==> src/sv/id3u8_pkg.sv <==
`timescale 1ns / 1ps
// Shared types, constants and UTF-8 helpers for the ID3 text transcoder.
// No dependencies.
package id3u8_pkg;

   localparam int QUEUE_DEPTH = 4;

   // encoding selector codes carried by the first payload byte
   localparam logic [7:0] ENC_LATIN1    = 8'd0;
   localparam logic [7:0] ENC_UTF16_BOM = 8'd1;
   localparam logic [7:0] ENC_UTF16BE   = 8'd2;
   localparam logic [7:0] ENC_UTF8      = 8'd3;

   localparam logic [15:0] HIGH_SURR_MIN = 16'hD800;
   localparam logic [15:0] HIGH_SURR_MAX = 16'hDBFF;
   localparam logic [15:0] LOW_SURR_MIN  = 16'hDC00;
   localparam logic [15:0] LOW_SURR_MAX  = 16'hDFFF;
   localparam logic [20:0] SUPP_BASE     = 21'h10000;
   localparam logic [7:0]  BOM_FIRST_BE  = 8'hFE;
   localparam logic [7:0]  BOM_SECOND_BE = 8'hFF;

   typedef enum logic [2:0] {
      MODE_IDLE,
      MODE_LATIN1,
      MODE_UTF8,
      MODE_MARK,
      MODE_UTF16,
      MODE_HALT
   } mode_type;

   typedef struct packed {
      logic [7:0] data_byte;
      logic       payload_start;
   } req_type;

   typedef struct packed {
      logic [7:0] utf8_byte;
      logic       run_last;
   } rsp_type;

   // one code point waiting for serialization; last_idx is byte count - 1
   typedef struct packed {
      logic [1:0]  last_idx;
      logic [20:0] cp;
   } entry_type;

   typedef struct packed {
      logic      push;
      entry_type entry;
   } push_type;

   typedef struct packed {
      logic full;
      logic empty;
   } q_stat_type;

   function automatic logic [1:0] utf8_last(input logic [20:0] cp);
      logic [1:0] r;
      if (cp < 21'h80)         r = 2'd0;
      else if (cp < 21'h800)   r = 2'd1;
      else if (cp < 21'h10000) r = 2'd2;
      else                     r = 2'd3;
      return r;
   endfunction

   // byte idx of the UTF-8 form; a one-byte form passes cp[7:0] untouched
   function automatic logic [7:0] utf8_pick(input logic [20:0] cp,
                                            input logic [1:0] last_idx,
                                            input logic [1:0] idx);
      logic [7:0] r;
      r = cp[7:0];
      unique case (last_idx)
         2'd0: r = cp[7:0];
         2'd1: begin
            if (idx == 2'd0) r = {3'b110, cp[10:6]};
            else             r = {2'b10, cp[5:0]};
         end
         2'd2: begin
            if (idx == 2'd0)      r = {4'b1110, cp[15:12]};
            else if (idx == 2'd1) r = {2'b10, cp[11:6]};
            else                  r = {2'b10, cp[5:0]};
         end
         default: begin
            if (idx == 2'd0)      r = {5'b11110, cp[20:18]};
            else if (idx == 2'd1) r = {2'b10, cp[17:12]};
            else if (idx == 2'd2) r = {2'b10, cp[11:6]};
            else                  r = {2'b10, cp[5:0]};
         end
      endcase
      return r;
   endfunction

endpackage

==> src/sv/id3u8_front.sv <==
`timescale 1ns / 1ps
// Front end: tracks the encoding and UTF-16 state, turns each accepted item
// into at most one code point for the queue. Uses id3u8_pkg.
module id3u8_front (
   input  logic               clock,
   input  logic               reset,
   input  logic               in_accept,
   input  id3u8_pkg::req_type in_data,
   output id3u8_pkg::push_type push_out
);
   import id3u8_pkg::*;

   mode_type    mode_ff, mode_in;
   logic        be_ff, be_in;
   logic        phase_ff, phase_in;
   logic [7:0]  held_ff, held_in;
   logic        hp_ff, hp_in;
   logic [9:0]  hb_ff, hb_in;

   logic [7:0]  b;
   logic [15:0] unit;
   logic        is_high, is_low;
   logic [20:0] pair_cp;

   assign b       = in_data.data_byte;
   assign unit    = be_ff ? {held_ff, b} : {b, held_ff};
   assign is_high = (unit >= HIGH_SURR_MIN) && (unit <= HIGH_SURR_MAX);
   assign is_low  = (unit >= LOW_SURR_MIN) && (unit <= LOW_SURR_MAX);
   assign pair_cp = SUPP_BASE + {1'b0, hb_ff, unit[9:0]};

   // next mode
   always_comb begin
      mode_in = mode_ff;
      if (in_accept) begin
         if (in_data.payload_start) begin
            unique case (b)
               ENC_LATIN1:    mode_in = MODE_LATIN1;
               ENC_UTF16_BOM: mode_in = MODE_MARK;
               ENC_UTF16BE:   mode_in = MODE_UTF16;
               ENC_UTF8:      mode_in = MODE_UTF8;
               default:       mode_in = MODE_HALT;
            endcase
         end else begin
            unique case (mode_ff)
               MODE_MARK:  if (phase_ff) mode_in = MODE_UTF16;
               MODE_UTF16: if (phase_ff && unit == 16'h0) mode_in = MODE_HALT;
               default:    mode_in = mode_ff;
            endcase
         end
      end
   end

   // datapath state and queue push
   always_comb begin
      be_in    = be_ff;
      phase_in = phase_ff;
      held_in  = held_ff;
      hp_in    = hp_ff;
      hb_in    = hb_ff;
      push_out = '0;
      if (in_accept) begin
         if (in_data.payload_start) begin
            be_in    = (b == ENC_UTF16BE);
            phase_in = 1'b0;
            held_in  = 8'h0;
            hp_in    = 1'b0;
            hb_in    = 10'h0;
         end else begin
            unique case (mode_ff)
               MODE_LATIN1: begin
                  push_out.push           = 1'b1;
                  push_out.entry.cp       = {13'h0, b};
                  push_out.entry.last_idx = utf8_last({13'h0, b});
               end
               MODE_UTF8: begin
                  push_out.push           = 1'b1;
                  push_out.entry.cp       = {13'h0, b};
                  push_out.entry.last_idx = 2'd0;
               end
               MODE_MARK: begin
                  if (!phase_ff) begin
                     held_in  = b;
                     phase_in = 1'b1;
                  end else begin
                     be_in    = (held_ff == BOM_FIRST_BE) && (b == BOM_SECOND_BE);
                     phase_in = 1'b0;
                  end
               end
               MODE_UTF16: begin
                  if (!phase_ff) begin
                     held_in  = b;
                     phase_in = 1'b1;
                  end else begin
                     phase_in = 1'b0;
                     hp_in    = 1'b0;
                     if (unit == 16'h0) begin
                        hp_in = 1'b0;
                     end else if (hp_ff && is_low) begin
                        push_out.push           = 1'b1;
                        push_out.entry.cp       = pair_cp;
                        push_out.entry.last_idx = 2'd3;
                     end else if (is_high) begin
                        hp_in = 1'b1;
                        hb_in = unit[9:0];
                     end else if (!is_low) begin
                        push_out.push           = 1'b1;
                        push_out.entry.cp       = {5'h0, unit};
                        push_out.entry.last_idx = utf8_last({5'h0, unit});
                     end
                  end
               end
               default: ;
            endcase
         end
      end
   end

   always_ff @(posedge clock) begin
      if (reset) begin
         mode_ff  <= MODE_IDLE;
         be_ff    <= 1'b0;
         phase_ff <= 1'b0;
         held_ff  <= 8'h0;
         hp_ff    <= 1'b0;
         hb_ff    <= 10'h0;
      end else begin
         mode_ff  <= mode_in;
         be_ff    <= be_in;
         phase_ff <= phase_in;
         held_ff  <= held_in;
         hp_ff    <= hp_in;
         hb_ff    <= hb_in;
      end
   end

endmodule

==> src/sv/id3u8_queue.sv <==
`timescale 1ns / 1ps
// Short code point queue between front and back end.
// Uses id3u8_pkg.
module id3u8_queue #(
   parameter int DEPTH = id3u8_pkg::QUEUE_DEPTH
) (
   input  logic                 clock,
   input  logic                 reset,
   input  id3u8_pkg::push_type  push_in,
   input  logic                 pop,
   output id3u8_pkg::entry_type head,
   output id3u8_pkg::q_stat_type stat
);
   import id3u8_pkg::*;

   localparam int PW = (DEPTH > 1) ? $clog2(DEPTH) : 1;
   localparam int CW = $clog2(DEPTH + 1);
   localparam logic [PW-1:0] PTR_LAST = PW'(DEPTH - 1);
   localparam logic [CW-1:0] CNT_FULL = CW'(DEPTH);

   entry_type         mem_ff [DEPTH];
   logic [PW-1:0]     wr_ff, wr_in, rd_ff, rd_in;
   logic [CW-1:0]     cnt_ff, cnt_in;
   logic              do_push, do_pop;

   assign do_push    = push_in.push && (cnt_ff != CNT_FULL);
   assign do_pop     = pop && (cnt_ff != '0);
   assign head       = mem_ff[rd_ff];
   assign stat.full  = (cnt_ff == CNT_FULL);
   assign stat.empty = (cnt_ff == '0);

   always_comb begin
      wr_in  = wr_ff;
      rd_in  = rd_ff;
      cnt_in = cnt_ff;
      if (do_push) wr_in = (wr_ff == PTR_LAST) ? '0 : wr_ff + 1'b1;
      if (do_pop)  rd_in = (rd_ff == PTR_LAST) ? '0 : rd_ff + 1'b1;
      if (do_push && !do_pop)      cnt_in = cnt_ff + 1'b1;
      else if (do_pop && !do_push) cnt_in = cnt_ff - 1'b1;
   end

   always_ff @(posedge clock) begin
      if (reset) begin
         wr_ff  <= '0;
         rd_ff  <= '0;
         cnt_ff <= '0;
      end else begin
         wr_ff  <= wr_in;
         rd_ff  <= rd_in;
         cnt_ff <= cnt_in;
      end
   end

   always_ff @(posedge clock) begin
      if (do_push) mem_ff[wr_ff] <= push_in.entry;
   end

endmodule

==> src/sv/id3u8_back.sv <==
`timescale 1ns / 1ps
// Back end: serializes the head code point into UTF-8 bytes, one per cycle
// while rsp_stall is low, into the output register. Uses id3u8_pkg.
module id3u8_back (
   input  logic                  clock,
   input  logic                  reset,
   input  id3u8_pkg::entry_type  head,
   input  id3u8_pkg::q_stat_type stat,
   output logic                  pop,
   output logic                  rsp_valid,
   input  logic                  rsp_stall,
   output id3u8_pkg::rsp_type    rsp_data
);
   import id3u8_pkg::*;

   logic [1:0] idx_ff, idx_in;
   logic       valid_ff, valid_in;
   rsp_type    data_ff, data_in;
   logic       load, at_last;

   // output register may refill while its current byte is taken
   assign load    = !stat.empty && (!valid_ff || !rsp_stall);
   assign at_last = (idx_ff == head.last_idx);
   assign pop     = load && at_last;

   always_comb begin
      idx_in   = idx_ff;
      valid_in = valid_ff;
      data_in  = data_ff;
      if (load) begin
         valid_in          = 1'b1;
         data_in.utf8_byte = utf8_pick(head.cp, head.last_idx, idx_ff);
         data_in.run_last  = at_last;
         idx_in            = at_last ? 2'd0 : idx_ff + 2'd1;
      end else if (!rsp_stall) begin
         valid_in = 1'b0;
      end
   end

   always_ff @(posedge clock) begin
      if (reset) begin
         idx_ff   <= 2'd0;
         valid_ff <= 1'b0;
      end else begin
         idx_ff   <= idx_in;
         valid_ff <= valid_in;
      end
   end

   always_ff @(posedge clock) begin
      data_ff <= data_in;
   end

   assign rsp_valid = valid_ff;
   assign rsp_data  = data_ff;

endmodule

==> src/sv/id3_text_to_utf8_transcoder.sv <==
`timescale 1ns / 1ps
// ID3 text payload to UTF-8 transcoder, top level.
// Instantiates id3u8_front, id3u8_queue and id3u8_back; uses id3u8_pkg.
//
// Input channel (req_*): one payload byte per item; payload_start marks the
// encoding byte (0 Latin-1, 1 UTF-16 with mark, 2 UTF-16BE, 3 UTF-8).
// Result channel (rsp_*): one UTF-8 byte per item, run_last set on the last
// byte produced by a given input byte. Input bytes that produce nothing
// (encoding bytes, marks, first half of a UTF-16 unit, surrogates waiting
// for a partner) give no result.
// Throughput: the front end takes one item per cycle while the queue has
// room; the back end emits one byte per cycle while rsp_stall is low, so
// an input byte that maps to N UTF-8 bytes (1 to 4) occupies the output
// until all N are taken. An accepted item is written into a queue entry,
// and its first byte is then loaded into the output register.
// req_stall is high while the code point queue (QUEUE_DEPTH entries) is
// full. When rsp_stall is held the output byte holds and the queue fills,
// after which req_stall rises.
// Reset (synchronous) returns to the idle mode awaiting an encoding byte
// and empties the queue and output register.
module id3_text_to_utf8_transcoder #(
   parameter int QUEUE_DEPTH = id3u8_pkg::QUEUE_DEPTH
) (
   input  logic               clock,
   input  logic               reset,
   input  logic               req_valid,
   output logic               req_stall,
   input  id3u8_pkg::req_type req_data,
   output logic               rsp_valid,
   input  logic               rsp_stall,
   output id3u8_pkg::rsp_type rsp_data
);
   import id3u8_pkg::*;

   push_type   push;
   entry_type  head;
   q_stat_type stat;
   logic       pop;
   logic       accept;

   assign req_stall = stat.full;
   assign accept    = req_valid && !req_stall;

   id3u8_front u_front (
      .clock     (clock),
      .reset     (reset),
      .in_accept (accept),
      .in_data   (req_data),
      .push_out  (push)
   );

   id3u8_queue #(
      .DEPTH (QUEUE_DEPTH)
   ) u_queue (
      .clock   (clock),
      .reset   (reset),
      .push_in (push),
      .pop     (pop),
      .head    (head),
      .stat    (stat)
   );

   id3u8_back u_back (
      .clock     (clock),
      .reset     (reset),
      .head      (head),
      .stat      (stat),
      .pop       (pop),
      .rsp_valid (rsp_valid),
      .rsp_stall (rsp_stall),
      .rsp_data  (rsp_data)
   );

endmodule

==> config.mk <==
export PLATFORM = sky130hd
export DESIGN_NAME = id3_text_to_utf8_transcoder
export DESIGN_NICKNAME = d
export VERILOG_FILES = /design/src/sv/id3u8_pkg.sv /design/src/sv/id3u8_front.sv /design/src/sv/id3u8_queue.sv /design/src/sv/id3u8_back.sv /design/src/sv/id3_text_to_utf8_transcoder.sv
export SDC_FILE = /design/constraint.sdc
export NUM_CORES = 1
export LEC_CHECK = 0
export BUFFER_PORTS_ARGS = -buffer_cell sky130_fd_sc_hd__clkbuf_2
export CORE_ASPECT_RATIO = 1.5
export CORE_UTILIZATION = 43
export CTS_BUF_LIST = sky130_fd_sc_hd__clkbuf_2
export DETAILED_ROUTE_END_ITERATION = 10
export GPL_ROUTABILITY_DRIVEN = 0
export PLACE_DENSITY = 0.72
export RECOVER_POWER = 25
export SYNTH_ARGS = -nofsm -noshare
export SYNTH_HDL_FRONTEND = slang
export SYNTH_SLANG_ARGS = --single-unit
==> constraint.sdc <==
create_clock -name clock -period 2.4 [get_ports clock]
set_input_delay 0.24 -clock clock [delete_from_list [all_inputs] [get_ports clock]]
set_output_delay 0.24 -clock clock [all_outputs]
set_load 0.03 [all_outputs]
# Word-level counts from Yosys, hierarchy flattened
# Memories as Yosys holds them, arrays and structs flattened. A register that Yosys moved wholly into a read port is not among the register bits.
# Index checks and enable logic that the tools add are counted.
[word_totals]
inputBits = 13
mem_count = 1
romBits = 0
reg_bits = 43
wordCells = 146
mem_bits_rw = 92
latch_bits = 0
[op_classes]
n_div = 0
n_bitwise = 0
n_reduce_logical = 39
magnitude_cmp = 7
mul = 0
eq_ne = 24
muxes = 56
n_shift = 0
n_addsub = 6
[mem_list]
columns = ["memory", "depth", "width", "read_ports", "rd_ports_with_merged_regs", "write_ports", "line_no", "rtl"]
rows = [
  ["u_queue.mem_ff", 4, 23, 1, 1, 1, "id3u8_queue.sv:21", "entry_type mem_ff [DEPTH];"],
]
[ops]
columns = ["cell", "count"]
rows = [
  ["24-bit 2-to-1 mux", 7],
  ["24-bit case mux with 3 select lines", 1],
  ["10-bit 2-to-1 mux", 6],
  ["8-bit 2-to-1 mux", 6],
  ["16-bit >= comparator, second input constant", 2],
  ["16-bit <= comparator, second input constant", 2],
  ["8-bit case mux with 3 select lines", 1],
  ["17-bit by 20-bit adder with 21-bit output, first input constant", 1],
  ["1-bit 2-to-1 mux", 17],
  ["8-bit by 2-bit equality test with 1-bit output, second input constant", 2],
  ["8-bit equality test, second input constant", 2],
  ["16-bit logical NOT", 1],
  ["16-bit by 12-bit less-than comparator with 1-bit output, second input constant", 1],
  ["16-bit by 8-bit less-than comparator with 1-bit output, second input constant", 1],
  ["16-bit 2-to-1 mux", 1],
  ["3-bit 2-to-1 mux", 5],
  ["2-bit 2-to-1 mux", 7],
  ["1-bit logical AND", 12],
  ["6-bit 2-to-1 mux", 2],
  ["3-bit case mux with 4 select lines", 1],
  ["2-bit nonzero test", 6],
  ["3-bit AND reduction", 3],
  ["2-bit equality test, second input constant", 4],
  ["8-bit by 1-bit equality test with 1-bit output, second input constant", 1],
  ["other kinds (25)", 40],
]

# Longest topological paths before layout
[logic_depth]
word_depth = 17
mapped_depth = 13
depth_no_buf = 11

# Cells and area by module
# Synthesis repeated with hierarchy kept, for this count alone.
[unflattened]
hier_cells = 468
area_unflattened_um2 = 6543.8
[by_module_without_submodules]
columns = ["module", "cells_per_inst", "instances", "area_per_inst_um2", "seq_area_each_um2"]
rows = [
  ["id3u8_queue", 170, 1, 3803.6, 2942.8],
  ["id3u8_front", 198, 1, 1742.9, 480.5],
  ["id3u8_back", 99, 1, 983.4, 330.3],
  ["id3_text_to_utf8_transcoder", 1, 1, 13.8, 0.0],
]

# Worst setup path after synthesis
# Ideal clock, no wire load.
[synth_path]
path_kind = "register -> register"
startpoint = "reg u_queue.cnt_ff[0]"
endpoint = "reg u_queue.cnt_ff[2]"
stages_incl_launch_ff = 13
setup_ns = 0.071
path_slack_ns = -0.207
arrival_time_ns = 2.536
path_cell_list = "dfxtp_1 nor3b_2 nand2b_1 buf_2 nor3_4 a31oi_4 inv_2 ha_1 inv_1 fa_1 xor2_1 or3_1 a21oi_1"
[synth_between]
elab_chain_len = 8
[synth_lines]
columns = ["item", "line_no", "rtl"]
rows = [
  ["start, declared", "id3u8_queue.sv:23", "logic [CW-1:0] cnt_ff, cnt_in;"],
  ["start signal, assigned", "id3u8_queue.sv:50", "cnt_ff <= cnt_in;"],
  ["3-bit equality test (*)", "id3u8_queue.sv:29", "assign stat.full = (cnt_ff == CNT_FULL);"],
  ["via req_stall", "id3_text_to_utf8_transcoder.sv:27", "output logic req_stall,"],
  ["1-bit logical NOT (*)", "id3_text_to_utf8_transcoder.sv:42", "assign accept = req_valid && !req_stall;"],
  ["1-bit logical AND (*)", "id3_text_to_utf8_transcoder.sv:42", ""],
  ["24-bit 2-to-1 mux (*)", "id3u8_front.sv:61", "if (in_accept) begin"],
  ["1-bit logical AND (*)", "id3u8_queue.sv:26", "assign do_push = push_in.push && (cnt_ff != CNT_FULL);"],
  ["via u_queue.do_push", "id3u8_queue.sv:24", "logic do_push, do_pop;"],
  ["1-bit logical NOT", "id3u8_queue.sv:39", "else if (do_pop && !do_push) cnt_in = cnt_ff - 1'b1;"],
  ["1-bit logical AND", "id3u8_queue.sv:39", ""],
  ["2-bit nonzero test (no line)", "n/a", ""],
]
# Mark *: on every way through the listed nets, which the timed path passes. The rest lies on a longest branch. The select of a mux whose other input is x is not followed.
# A chain may end at the register's enable or synchronous reset.

# Worst setup path after layout
[layout_path]
startpoint = "reg u_front.held_ff[5]"
endpoint = "reg u_queue.cnt_ff[2]"
[layout_between]
elab_chain_len = 15
[layout_lines]
columns = ["item", "line_no", "rtl"]
rows = [
  ["start, declared", "id3u8_front.sv:16", "logic [7:0] held_ff, held_in;"],
  ["start signal, assigned", "id3u8_front.sv:130", "held_ff <= held_in;"],
  ["16-bit 2-to-1 mux (*)", "id3u8_front.sv:26", "assign unit = be_ff ? {held_ff, b} : {b, held_ff};"],
  ["16-bit >= comparator or 16-bit <= comparator (tied branches)", "id3u8_front.sv:28", "assign is_low = (unit >= LOW_SURR_MIN) && (unit <= LOW_SURR_MAX);"],
  ["1-bit logical AND", "id3u8_front.sv:28", ""],
  ["24-bit 2-to-1 mux", "id3u8_front.sv:105", "end else if (!is_low) begin"],
  ["24-bit 2-to-1 mux", "id3u8_front.sv:102", "end else if (is_high) begin"],
  ["24-bit 2-to-1 mux", "id3u8_front.sv:98", "end else if (hp_ff && is_low) begin"],
  ["24-bit 2-to-1 mux (*)", "id3u8_front.sv:96", "if (unit == 16'h0) begin"],
  ["24-bit 2-to-1 mux (*)", "id3u8_front.sv:90", "if (!phase_ff) begin"],
  ["24-bit case mux with 3 select lines (*)", "id3u8_front.sv:69", "unique case (mode_ff)"],
  ["24-bit 2-to-1 mux (*)", "id3u8_front.sv:62", "if (in_data.payload_start) begin"],
  ["24-bit 2-to-1 mux (*)", "id3u8_front.sv:61", ""],
  ["1-bit logical AND (*)", "id3u8_queue.sv:26", ""],
  ["via u_queue.do_push", "id3u8_queue.sv:24", ""],
  ["1-bit logical NOT", "id3u8_queue.sv:39", ""],
  ["1-bit logical AND", "id3u8_queue.sv:39", ""],
  ["2-bit nonzero test (no line)", "n/a", ""],
]
# Mark *: on every way through the listed nets, which the timed path passes. The rest lies on a longest branch.

==> reports/qor.txt <==
Flop pwr share: 46.7%
WP data required: 3.00 ns
Top cell by count, worst path: inv_2
P&R area growth vs syn: 18.5%
First-pass GRT wire length: 24.3 mm
Post-Place Cells: 760
Synth unique cells: 70
Peak Freq: 404 MHz
Worst Path Arrival: 3.08 ns
Max-slew violations: 0
Max incr delay on CP: 0.41 ns
Largest family of logic cells by synthesized area: simple AND/OR/NAND/NOR gates
Iter 0 DRT Violations: 303
Clock insertion delay at the later pin of the skew report: 0.67 ns
Hold Fails Final Rpt: 0
Post-synth net total: 541
Fin cells: 816
Clock transition at path regs: 0.20 ns
# H-tree levels: 4
Final Util: 52.1%
Die height: 154 µm
P per Cell Area: 771 mW/mm²
Total power: 6.05 mW
Mean area per synthesized cell: 12.9 µm²
Clock power share: 24.4%
Synth Instances: 513
Synth Area in Compound Gates: 11.3%
Final period util: 103%
GR peak layer: met2
Post-Synth Adder-Cell Area: 2.95%
Synth Area in XOR/XNOR: 1.06%
Vias: 4744
Die Span X: 103 µm
TritonCTS clock tree: done
Int Power: 4.11 mW
Setup ws final: -0.0752 ns
Leakage: 2.78 nW
DRC viols: 0
Initial Utilization: 43.9%
Die Area: 0.0159 mm²
Top post-synthesis cells by area: edfxtp_1 46%, dfxtp_1 11%, mux4_2 7.8%
Violated checks: negative setup slack
EDFF count, synth: 101
Pin count of the biggest net entering global routing: 25
Overflow after GRT: 0
WL final: 15.2 mm
Initial antenna violation count: 1
Synth top area share: 45.8%
CP max stage cell: dfxtp_4
Switching share of power: 32.2%
First drt pass iteration count: 7
Fin Setup TNS: -0.0827 ns
Fin nets: 631
Seq/Total Area, Yosys: 56.7%
Status: finished with violations
Worst setup path category: reg2reg
CTS root buffer: clkbuf_2
Clock buffer count from CTS: 17
Max-slew headroom: 31.5%
Worst hold path type: in2reg
Detailed placement HPWL: 10.7 mm
Final Critical Period: 2.48 ns
Post-DR vias/cell: 5.81
Yosys warnings: 0
Dominant cell type by area after synthesis: edfxtp_1
Average wire per standard cell: 18.7 µm
Share of cells above drive strength 1: 28.7%
Max-Cap Viols: 0
Setup crit end kind: flop
Post-synth top flop: edfxtp_1
Grt met1 use: 22.5%
Multiplexer area fraction after synthesis: 11.9%
Port bufs: 23
Antenna viol nets, final: 0
Post-Synthesis Cell Area: 0.00662 mm²
CTS max path bufs: 2
Comb pwr share: 29.0%
RSZ-0062 raised after global routing: true
Final setup viols: 2
Async SR Flop Fraction: 0%
Core Area: 0.0151 mm²
Vias in the first global route: 4835
Overall routing resource usage: 20.5%
Simple-Gate Fraction of Synth Area: 12.7%
Setup Skew: 0.0265 ns
Clk sinks: 137
CP Launch Type: flop
Global Route met2 Usage: 36.4%
Slew of the pin with the lowest slew margin: 1.02 ns
I/O Pins: 24
Yosys reg bits: 137
Max rail drop VDD: 0.354 mV
Worst reg2reg setup slack: -0.08 ns
Met3 Use GR: 4.23%
Num rows: 55
CP Cell Sequence: nor4b_4, o22ai_1, a211o_1, a31oi_4, inv_2, ha_4, inv_2, fa_2, xor2_1, or3_1, a21oi_2
Sw power: 1.95 mW
Critical path peak fanout: 4
critical path: cells and delay by family, from the launching register on:
family	cells	cell delay, ns
compound gates	4	0.87
xor+xnor	1	0.06
fa+ha+maj	2	0.34
buf+inv	2	0.13
flops	1	0.41
simple gates	2	0.61
cell usage in the layout (no fill, tap or decap), drive strengths merged, types with 8 or more instances in the layout:
master / instances
and2: 8
nand2: 40
clkbuf: 44
clkinv: 8
a31oi: 14
mux2i: 25
o2bb2ai: 8
buf: 65
edfxtp: 101
o21ai: 14
mux4: 23
nand3: 13
a22oi: 9
dlygate4sd3: 10
dfxtp: 36
nor2: 34
ha: 14
a21oi: 23
inv: 15
nor3: 16
state kept, by name, summed over array words and instances, names as in the netlist, 2 cells and up, named ones only:
name and count:
u_front.mode_ff 3, u_back.idx_ff 2, u_queue.wr_ff 2, u_front.held_ff 8
u_queue.mem_ff 92, u_front.hb_ff 10, u_queue.cnt_ff 3, u_back.rsp_data 9
u_queue.rd_ff 2
per-stage QoR:
step	setup slack (ns)	area (µm²)	hold slack, ns
6_report	-0.0752	7850	0.0787
5_1_grt	-0.119	7850	0.0149
4_1_cts	-0.0302	7820	0.00353
3_5_place_dp	-0.182	7340	0.450
3_3_place_gp	-0.0281	7340	0.444
2_1_floorplan	-0.0123	6680	0.385
logic make-up after synthesis:
family          count (synthesis)
simple gates                  155
flops                         137
compound gates                102
mux                            50
buf+inv                        46
fa+ha+maj                      15
xor+xnor                        8
power by group through the flow:
stage / sequential (mW) / clock (mW) / combinational (mW)
global placement: 2.86 / 0 / 1.65
CTS: 2.82 / 1.51 / 1.77
floorplan: 3.02 / 0 / 1.06
finish: 2.82 / 1.47 / 1.75
global route: 2.85 / 1.62 / 1.89
detailed placement: 2.87 / 0 / 1.70
synthesized netlist by cell type, types with 3 or more instances:
cell type  count
or3_1          4
o22ai_1        3
nor2b_1        4
o21ai_0       11
xnor2_1        4
nor4_2         3
nor2_1        34
a21o_1         4
a21oi_1       23
o21ai_1        3
a211o_1        3
a22oi_1        9
and2_1         7
a22o_1         6
clkbuf_1      13
mux4_2        23
a31o_2         3
nor3b_1        5
edfxtp_1     101
xor2_1         4
o2bb2ai_1      8
dfxtp_1       36
a31oi_1       13
nor4_1         3
ha_1          14
buf_2          9
nor3_1        13
inv_1         14
buf_6          4
nand4_1        7
nand2b_1       4
mux2i_1       25
nand2_1       39
nand3_1       13
worst paths after layout:
kind	startpoint	end	depth (start not counted)
max reg2reg	u_front.held_ff[5]	u_queue.cnt_ff[2]	11
max	u_front.held_ff[5]	u_queue.cnt_ff[2]	11
min	req_valid	u_front.hb_ff[7]	5
min reg2reg	u_front.hb_ff[4]	u_front.hb_ff[4]	1
area by class of cell:
type	instances	area [µm²]
Clock buffer	17	85.1
Sequential cell	137	3770
Tap cell	199	249
Inverter	15	56.3
Multi-Input combinational cell	330	2740
Clock inverter	15	183
Timing Repair Buffer	102	757
Antenna cell	1	2.50
Fill cell	1249	7220
routing by layer:
| layer | share of wire [%] | vias to the layer above | wire length [µm] |
|---|---|---|---|
| met3 | 4.6 | 52 | 701 |
| met5 | 0 | - | 0 |
| li1 | - | 2162 | - |
| met4 | 3.7 | 0 | 564 |
| met1 | 37 | 2319 | 5700 |
| met2 | 54 | 211 | 8260 |
what timing repair did:
action,4_1_cts,5_1_grt
setup endpoints to repair,10,22
hold endpoints to repair,20,0
pin swaps,5,0
setup buffers,11,2
cloned,0,0
hold buffers,10,0
resized for setup,13,13
(Power assumes the default switching activity.)
